==> src/rtl/ptpp_pkg.sv <==
// Shared types, constants and helpers for the point-to-pixel projection block.
// No dependencies; every other file imports this package.
package ptpp_pkg;

    localparam int COORD_BITS_DEF = 16;
    localparam int FRAC_BITS_DEF  = 4;
    localparam int QUO_BITS       = 12;
    localparam int SIZE_BITS      = 13;
    localparam int PARAM_BITS     = 16;
    localparam int CFG_IDX_BITS   = 3;
    localparam int MAX_SIZE       = 4096;

    typedef enum logic [CFG_IDX_BITS-1:0] {
        CFG_FOCAL_X  = 3'd0,
        CFG_FOCAL_Y  = 3'd1,
        CFG_CENTER_X = 3'd2,
        CFG_CENTER_Y = 3'd3,
        CFG_WIDTH    = 3'd4,
        CFG_HEIGHT   = 3'd5
    } t_cfg_idx;

    localparam logic [PARAM_BITS-1:0] RST_FOCAL_X  = 16'd7369;
    localparam logic [PARAM_BITS-1:0] RST_FOCAL_Y  = 16'd7364;
    localparam logic [PARAM_BITS-1:0] RST_CENTER_X = 16'd5345;
    localparam logic [PARAM_BITS-1:0] RST_CENTER_Y = 16'd2717;
    localparam logic [SIZE_BITS-1:0]  RST_WIDTH    = 13'd640;
    localparam logic [SIZE_BITS-1:0]  RST_HEIGHT   = 13'd360;

    // Data that rides along the pipeline next to the divider cells.
    typedef struct packed {
        logic       valid;
        logic       zero;
        logic [7:0] red;
        logic [7:0] green;
        logic [7:0] blue;
    } t_side;

    // Largest legal index for an image size; zero acts as one, big sizes saturate.
    function automatic logic [QUO_BITS-1:0] size_limit(input logic [SIZE_BITS-1:0] size);
        logic [SIZE_BITS-1:0] dec;
        begin
            dec = size - 13'd1;
            if (size == '0) begin
                size_limit = '0;
            end else if (size >= SIZE_BITS'(MAX_SIZE)) begin
                size_limit = '1;
            end else begin
                size_limit = dec[QUO_BITS-1:0];
            end
        end
    endfunction

endpackage

==> src/rtl/ptpp_div_cell.sv <==
// One cell of the restoring divider chain: tries one shifted divisor, keeps the remainder.
// Depends on ptpp_pkg.
module ptpp_div_cell
    import ptpp_pkg::*;
#(
    parameter int MW    = 33,
    parameter int DW    = 20,
    parameter int SHIFT = 0
) (
    input  logic                i_clk,
    input  logic                i_en,
    input  logic [MW-1:0]       i_rem,
    input  logic [DW-1:0]       i_den,
    input  logic [QUO_BITS:0]   i_quo,
    output logic [MW-1:0]       o_rem,
    output logic [DW-1:0]       o_den,
    output logic [QUO_BITS:0]   o_quo
);
    localparam int CW = (MW > DW + SHIFT) ? MW : DW + SHIFT;

    logic [CW-1:0]     rem_ext;
    logic [CW-1:0]     trial;
    logic [CW-1:0]     diff;
    logic              ge;
    logic [MW-1:0]     n_rem;
    logic [QUO_BITS:0] n_quo;
    logic [MW-1:0]     r_rem;
    logic [DW-1:0]     r_den;
    logic [QUO_BITS:0] r_quo;

    always_comb begin
        rem_ext = CW'(i_rem);
        trial   = CW'(i_den) << SHIFT;
        diff    = rem_ext - trial;
        ge      = rem_ext >= trial;
        n_rem   = ge ? diff[MW-1:0] : i_rem;
        n_quo   = i_quo;
        n_quo[SHIFT] = ge;
    end

    always_ff @(posedge i_clk) begin
        if (i_en) begin
            r_rem <= n_rem;
            r_den <= i_den;
            r_quo <= n_quo;
        end
    end

    assign o_rem = r_rem;
    assign o_den = r_den;
    assign o_quo = r_quo;
endmodule

==> config.mk <==
export PLATFORM = sky130hd
export DESIGN_NAME = ptpp_div_cell
export DESIGN_NICKNAME = d
export VERILOG_FILES = /design/src/rtl/ptpp_pkg.sv /design/src/rtl/ptpp_div_cell.sv
export SDC_FILE = /design/constraint.sdc
export NUM_CORES = 1
export LEC_CHECK = 0
export ABC_AREA = 0
export BUFFER_PORTS_ARGS = -buffer_cell sky130_fd_sc_hd__buf_4
export CAP_MARGIN = 10
export CORE_UTILIZATION = 54
export DETAILED_ROUTE_END_ITERATION = 6
export PLACE_DENSITY_LB_ADDON = 0.2
export SKIP_CTS_REPAIR_TIMING = 1
export SYNTH_ARGS = -nofsm -noshare
export SYNTH_HDL_FRONTEND = slang
export SYNTH_SLANG_ARGS = --single-unit
==> constraint.sdc <==
create_clock -name i_clk -period 6.6 [get_ports i_clk]
set_input_delay 0.33 -clock i_clk [delete_from_list [all_inputs] [get_ports i_clk]]
set_output_delay 0.33 -clock i_clk [all_outputs]
set_load 0.03 [all_outputs]
# --- Word-level counts from Yosys, hierarchy flattened ---
# Index checks and enable logic that the tools add are counted.
totals:
  elab_cells: 6
  inputBits: 68
  register_bits: 66
  output_inout_bits: 66
classes:
  muxes: 1
  n_lt_le_gt_ge: 1
  addsub: 1
ops:
  columns: ["operator", "n"]
  rows:
  - ["33-bit by 20-bit greater-or-equal comparator with 1-bit output", 1]
  - ["33-bit two-way mux", 1]
  - ["33-bit by 20-bit subtractor with 33-bit output", 1]

# --- Depth between registers and ports, before layout ---
# Gate-level depths: netlist of run 1.
logic_depth:
  word_depth: 2
  depth_mapped: 12

# --- Worst setup path before layout of run 1 ---
# No wires, ideal clock.
synth_timing:
  kind: "input to register"
  start: "input i_rem[0]"
  end: "register r_rem[26] (netlist: o_rem[26]), data pin"
  setup_time_ps: 258
  arrival_time_ps: 2291
  required_ps: 6342
  stages: 10
  slack_ps: 4051
  path_cell_list: "inv_1 ha_1 fa_1 nand2b_1 a21oi_1 o211ai_1 o311ai_1 a21boi_0 o2111ai_2 xnor2_1"
synth_between:
  elab_chain_cells: 2
  word_cells_on_any_way: 3
synth_lines:
  columns: ["element", "line_no", "rtl"]
  rows:
  - ["from (decl)", "ptpp_div_cell.sv:12", "input logic [MW-1:0] i_rem,"]
  - ["33-bit by 20-bit subtractor with 33-bit output / 33-bit by 20-bit greater-or-equal comparator with 1-bit output (equally long branches)", "ptpp_div_cell.sv:34, ptpp_div_cell.sv:35", null]
  - ["33-bit two-way mux *", "ptpp_div_cell.sv:36", "n_rem = ge ? diff[MW-1:0] : i_rem;"]
  - ["net n_rem[26]", "ptpp_div_cell.sv:25", "logic [MW-1:0] n_rem;"]
  - ["to (signal assigned)", "ptpp_div_cell.sv:43", "r_rem <= n_rem;"]
  - ["to (decl)", "ptpp_div_cell.sv:27", "logic [MW-1:0] r_rem;"]
# Mark *: on every way through the listed nets, which the timed path passes. The rest lies on a longest branch.
# A chain may end at the register's enable or synchronous reset.

# --- Worst setup path after layout of run 1 ---
# Same ends and word-level chain as after synthesis.

==> qor.csv, run 1 <==
stage;metric;value;unit
setup_path;Data arrival, critical path;2.83;ns
place;dpl cells;537;
clock_network;CTS Buf Count;9;
timing;Worst Tran Pin Value;0.832;ns
final_layout;Finished Layout Cells;553;
synth;Syn Area/Cell;11.1;um2
global_route;grt ovf;0;
worst_hold_path;Worst Hold Class;input pin to flip-flop;
place;Detailed Place HPWL;6450;um
global_route;vias in the first global route;2877;
clock_network;CTS tree;done;
setup_path;Worst setup SP type;input pin;
synth;Synth warnings;0;
final_layout;P&R area growth vs syn;33.5;%
detailed_routing;TritonRoute pass-1 iters;4;
power;Power Dens Cells;256;nW/um2
synth;Mapped Nets;428;
flow_run;Max Cap Viol;0;
timing;Final Critical Period;2.73;ns
clock_network;CTS Buffer Depth;2;
final_layout;sequential cell area;1980;um2
final_layout;# diodes;0;
timing;Fin Hold WS;0.159;ns
synth;EDFF count, synth;66;
timing;FMAX;0.366;GHz
synth;Post-Syn Instances;339;
timing;normalized max-slew margin;0.445;
clock_network;total clock sinks;66;
detailed_routing;Avg WL per Cell;15.8;um
synth;flops & latches, synth;66;
power;worst IR drop on VDD;0.000142;V
detailed_routing;wirelength, routed;8730;um
outcome;status;complete, no violations;
timing;Final setup viols;0;
floorplanning;Die Span Y;85.6;um
detailed_routing;DRC Markers;0;
detailed_routing;post-DR vias/cell;5.61;
setup_path;Crit Path Max Fanout;4;
floorplanning;row count;30;
global_route;largest net degree at the start of global routing;67;
clock_network;Clock transition at path regs;0.08;ns
setup_path;CP Class;input pin to flip-flop;
global_route;antenna violations before repair;0;
timing;RSZ-0062 raised after global routing;no;
timing;final number of hold-violating endpoints;0;
power;LEAKAGE;2.18;nW
clock_network;total number of H-tree levels;3;
setup_path;Critical Path RT;6.70;ns
synth;synthesized area;3770;um2
final_layout;Fill cells;501;
setup_path;critical path endpoint category;flip-flop;
timing;Max Slew Vio Count;0;
final_layout;area of the multi-input gates;1620;um2
detailed_routing;Via Count;3104;
global_route;GRT Util Overall;0.239;
place;count of input and output buffers;132;
synth;post-synthesis cell type count;46;
detailed_routing;initial DRC count;204;
timing;final worst-path cycle share;0.414;
synth;Async SR Flop Fraction;0;
final_layout;Final #Nets;557;
floorplanning;Initial Util;0.559;
floorplanning;core area;6760;um2
floorplanning;Die Area;7330;um2
global_route;global-route wire length before repair;13500;um
timing;Final TNS setup;0;ns
clock_network;CTS Root Cell;clkbuf_8;
final_layout;layout cells sized above 1;0.338;
place;GPL Wtd Cong;0.896;
synth;Main synth FF type;edfxtp_1;
detailed_routing;Final ANT Viol Nets;0;
synth;post-synthesis sequential area ratio;0.525;
floorplanning;Chip Width;85.6;um
floorplanning;Ports;134;
sequential cells by signal, summed over array words and instances, names as in the netlist:
register	count
o_rem	33
o_den	20
o_quo	13
power by group:
part | switching, W | internal [W] | total, W
clock | 0.000165 | 0.000250 | 0.000416
combinational | 0.000206 | 0.000139 | 0.000345
sequential | 0.0000120 | 0.000516 | 0.000528
total | 0.000383 | 0.000906 | 0.00129
final timing paths:
| kind | start | cells past startpoint | slack (ns) | end |
|---|---|---|---|---|
| max | i_rem[0] | 11 | 3.87 | o_rem[26]$_DFFE_PP_ |
| min | i_quo[9] | 1 | 0.16 | o_quo[9]$_DFFE_PP_ |
worst max-delay path, cell delays in order:
cell and delay, ns:
buf_4 0.09, inv_1 0.03, ha_1 0.21, fa_1 0.41, nand2b_1 0.18, a21oi_1 0.19, o211ai_1 0.21, o311ai_1 0.53
a21boi_0 0.31, o2111ai_2 0.25, xnor2_1 0.09
synth_stat cells, types with 5 or more instances:
cell type	count	area, um2
a21o_1	8	60.1
a21oi_1	30	150
a31oi_1	6	37.5
clkbuf_1	10	37.5
edfxtp_1	66	1980
ha_1	20	250
inv_1	24	90.1
nand2_1	15	56.3
nand2b_1	6	37.5
nand3_1	5	25.0
nand4_1	10	62.6
nor2_1	34	128
o21ai_0	11	55.1
xnor2_1	18	158
xor2_1	12	105
area by class of cell:
type,count,share of cell area
multi-input cells,234,0.322
well taps,80,0.0199
clock buffers,9,0.0246
flip-flops and latches,66,0.394
inverters,25,0.0196
repair buffers,132,0.197
clock inverters,7,0.0234
through the flow:
step           area [um2]  utilization  setup WS [ns]  power, W
2_1_floorplan        3770            -           4.05  0.000745
3_3_place_gp         4790        0.710           3.54  0.000873
3_5_place_dp         4790        0.710           3.53  0.000881
4_1_cts              5040        0.745           3.89   0.00129
5_1_grt              5040        0.745           3.74   0.00134
6_report             5040        0.745           3.87   0.00129
metal layers:
layer	GRT usage	vias up	part of all wire
li1	-	1508	-
met1	0.311	1462	0.44
met2	0.393	127	0.47
met3	0.0587	7	0.077
met4	0.0773	0	0.011
met5	0	-	0
layout by cell type, fill, tap and decap left out, types with 4 or more instances in the layout:
| master | count |
|---|---|
| or3_1 | 4 |
| clkbuf_8 | 9 |
| nor2_1 | 34 |
| xnor2_1 | 18 |
| nand3_1 | 5 |
| a31oi_1 | 6 |
| mux2_2 | 4 |
| edfxtp_1 | 66 |
| nand2_1 | 15 |
| or4_1 | 4 |
| inv_1 | 24 |
| ha_1 | 20 |
| xor2_1 | 12 |
| a21o_1 | 8 |
| buf_4 | 132 |
| nand4_1 | 10 |
| a21oi_1 | 30 |
| nor4_1 | 4 |
| o21ai_0 | 11 |
| o211ai_1 | 4 |
| nand2b_1 | 6 |
| nor2b_1 | 4 |
kinds of logic (layout without fill, tap and decap cells):
kind of cell | Yosys count | in the layout | synth area share
buf+inv | 39 | 173 | 0.0448
simple gates | 102 | 102 | 0.141
mux | 4 | 4 | 0.0119
fa+ha+maj | 21 | 21 | 0.0716
flops | 66 | 66 | 0.525
compound gates | 77 | 77 | 0.136
xor+xnor | 30 | 30 | 0.0696
Power figures use the tool's default switching activity.
==> inputs of run 2 (changes only) <==
CORE_UTILIZATION = 45   (was 54)
clock period = 2.45 ns   (was 6.6 ns; I/O delays follow)
==> run 2 against run 1 <==
Compared with the run above: critical path type unchanged; wire length increased by 12%; largest cell class unchanged; first-iteration DRC count decreased by 25%; critical path depth increased by 1.
==> qor.csv, run 2 (synthesis results as in run 1) <==
stage;metric;value;unit
outcome;status;complete, no violations;
place;Area after DPL;5070;um2
floorplanning;Die Span Y;93.6;um
clock_network;total clock sinks;66;
detailed_routing;initial DRC count;154;
clock_network;CTS Root Cell;clkbuf_8;
global_route;vias in the first global route;3134;
floorplanning;core area;8180;um2
final_layout;max reg flops;33;
setup_path;critical path endpoint category;flip-flop;
final_layout;commonest non-fill, non-tap cells in the layout;164 x buf_4, 66 x edfxtp_1, 34 x nor2_1;
timing;final number of hold-violating endpoints;0;
flow_run;Max Cap Viol;0;
floorplanning;Ports;134;
power;LEAKAGE;2.47;nW
clock_network;CTS Buf Count;9;
timing;final worst-path cycle share;0.919;
detailed_routing;Final ANT Viol Nets;0;
floorplanning;row count;33;
timing;FMAX;0.444;GHz
global_route;GRT Util Overall;0.218;
floorplanning;Die Area;8760;um2
timing;Final Critical Period;2.25;ns
global_route;global-route wire length before repair;14500;um
setup_path;WP buf/inv;3;
clock_network;CTS Buffer Depth;2;
setup_path;critical path's slowest cell;fa_1;
setup_path;Data arrival, critical path;2.36;ns
clock_network;Clock transition at path regs;0.08;ns
detailed_routing;wirelength, routed;9780;um
place;Detailed Place HPWL;7000;um
global_route;largest net degree at the start of global routing;67;
global_route;antenna violations before repair;0;
timing;normalized max-slew margin;0.451;
place;GPL Wtd Cong;0.841;
detailed_routing;post-DR vias/cell;5.16;
detailed_routing;TritonRoute pass-1 iters;4;
setup_path;CP Class;input pin to flip-flop;
setup_path;Crit Path Max Fanout;4;
floorplanning;Initial Util;0.462;
setup_path;Worst setup SP type;input pin;
clock_network;total number of H-tree levels;3;
final_layout;commonest non-fill, non-tap cell in the layout;buf_4;
global_route;grt ovf;0;
power;Power Dens Cells;635;nW/um2
setup_path;CP top delay family;compound AO/OA/AOI/OAI gates;
final_layout;Final Core Density;0.688;
final_layout;Final #Nets;621;
timing;Worst Tran Pin Value;0.823;ns
setup_path;crit path cell chain;buf_4, inv_1, ha_1, fa_1, nand2b_1, a21oi_1, o211ai_1, o311ai_1, buf_4, a21boi_0, o2111ai_2, xnor2_1;
place;count of input and output buffers;132;
detailed_routing;Via Count;3309;
setup_path;CP peak stage delay;0.39;ns
timing;Max Slew Vio Count;0;
final_layout;P&R area growth vs syn;49.1;%
setup_path;Critical Path RT;2.55;ns
power;worst IR drop on VDD;0.000325;V
power;total power;0.00357;W
detailed_routing;DRC Markers;0;
final_layout;design area;5630;um2
detailed_routing;Avg WL per Cell;15.2;um
timing;Final setup viols;0;
setup_path;Crit path top cell by count;buf_4;
floorplanning;Chip Width;93.6;um
clock_network;CTS tree;done;
final_layout;layout cells sized above 1;0.358;
final_layout;# diodes;0;
timing;RSZ-0062 raised after global routing;no;
worst_hold_path;Worst Hold Class;input pin to flip-flop;
## run 2: per-layer routing
layer,track usage,vias to the layer above,part of all wire
li1,-,1634,-
met3,0.0610,12,0.076
met4,0.0679,0,0.012
met2,0.343,134,0.47
met5,0,-,0
met1,0.292,1529,0.44
## run 2: path summary, 6_finish.rpt
path                  depth (start not counted)             endpoint      start
worst max-delay path                         12  o_rem[26]$_DFFE_PP_   i_rem[0]
worst min-delay path                          2  o_rem[19]$_DFFE_PP_  i_rem[19]
## run 2: through the flow
stage / std cells / TNS (ns) / worst slack (ns) / hold slack [ns]
floorplan: 339 / 0 / 0.109 / 0.221
global placement: 594 / -1.28 / -0.148 / 0.300
detailed placement: 594 / -1.46 / -0.155 / 0.302
CTS: 609 / 0 / 0.220 / -0.0644
global route: 641 / 0 / 0.0725 / 0.0624
finish: 641 / 0 / 0.198 / 0.0762
## run 2: report_power, final
part | total (W) | switching, W | internal, W
logic | 0.00104 | 0.000579 | 0.000457
clock network | 0.00111 | 0.000436 | 0.000675
registers | 0.00143 | 0.0000341 | 0.00139
## run 2: area by class of cell
| class | count | area, um2 |
|---|---|---|
| clock buffer | 9 | 124 |
| multi-input combinational | 234 | 1620 |
| fill | 648 | 2550 |
| inverter | 25 | 98.8 |
| tap | 105 | 131 |
| sequential | 66 | 1980 |
| clock inverter | 6 | 115 |
| timing repair buffer | 196 | 1550 |
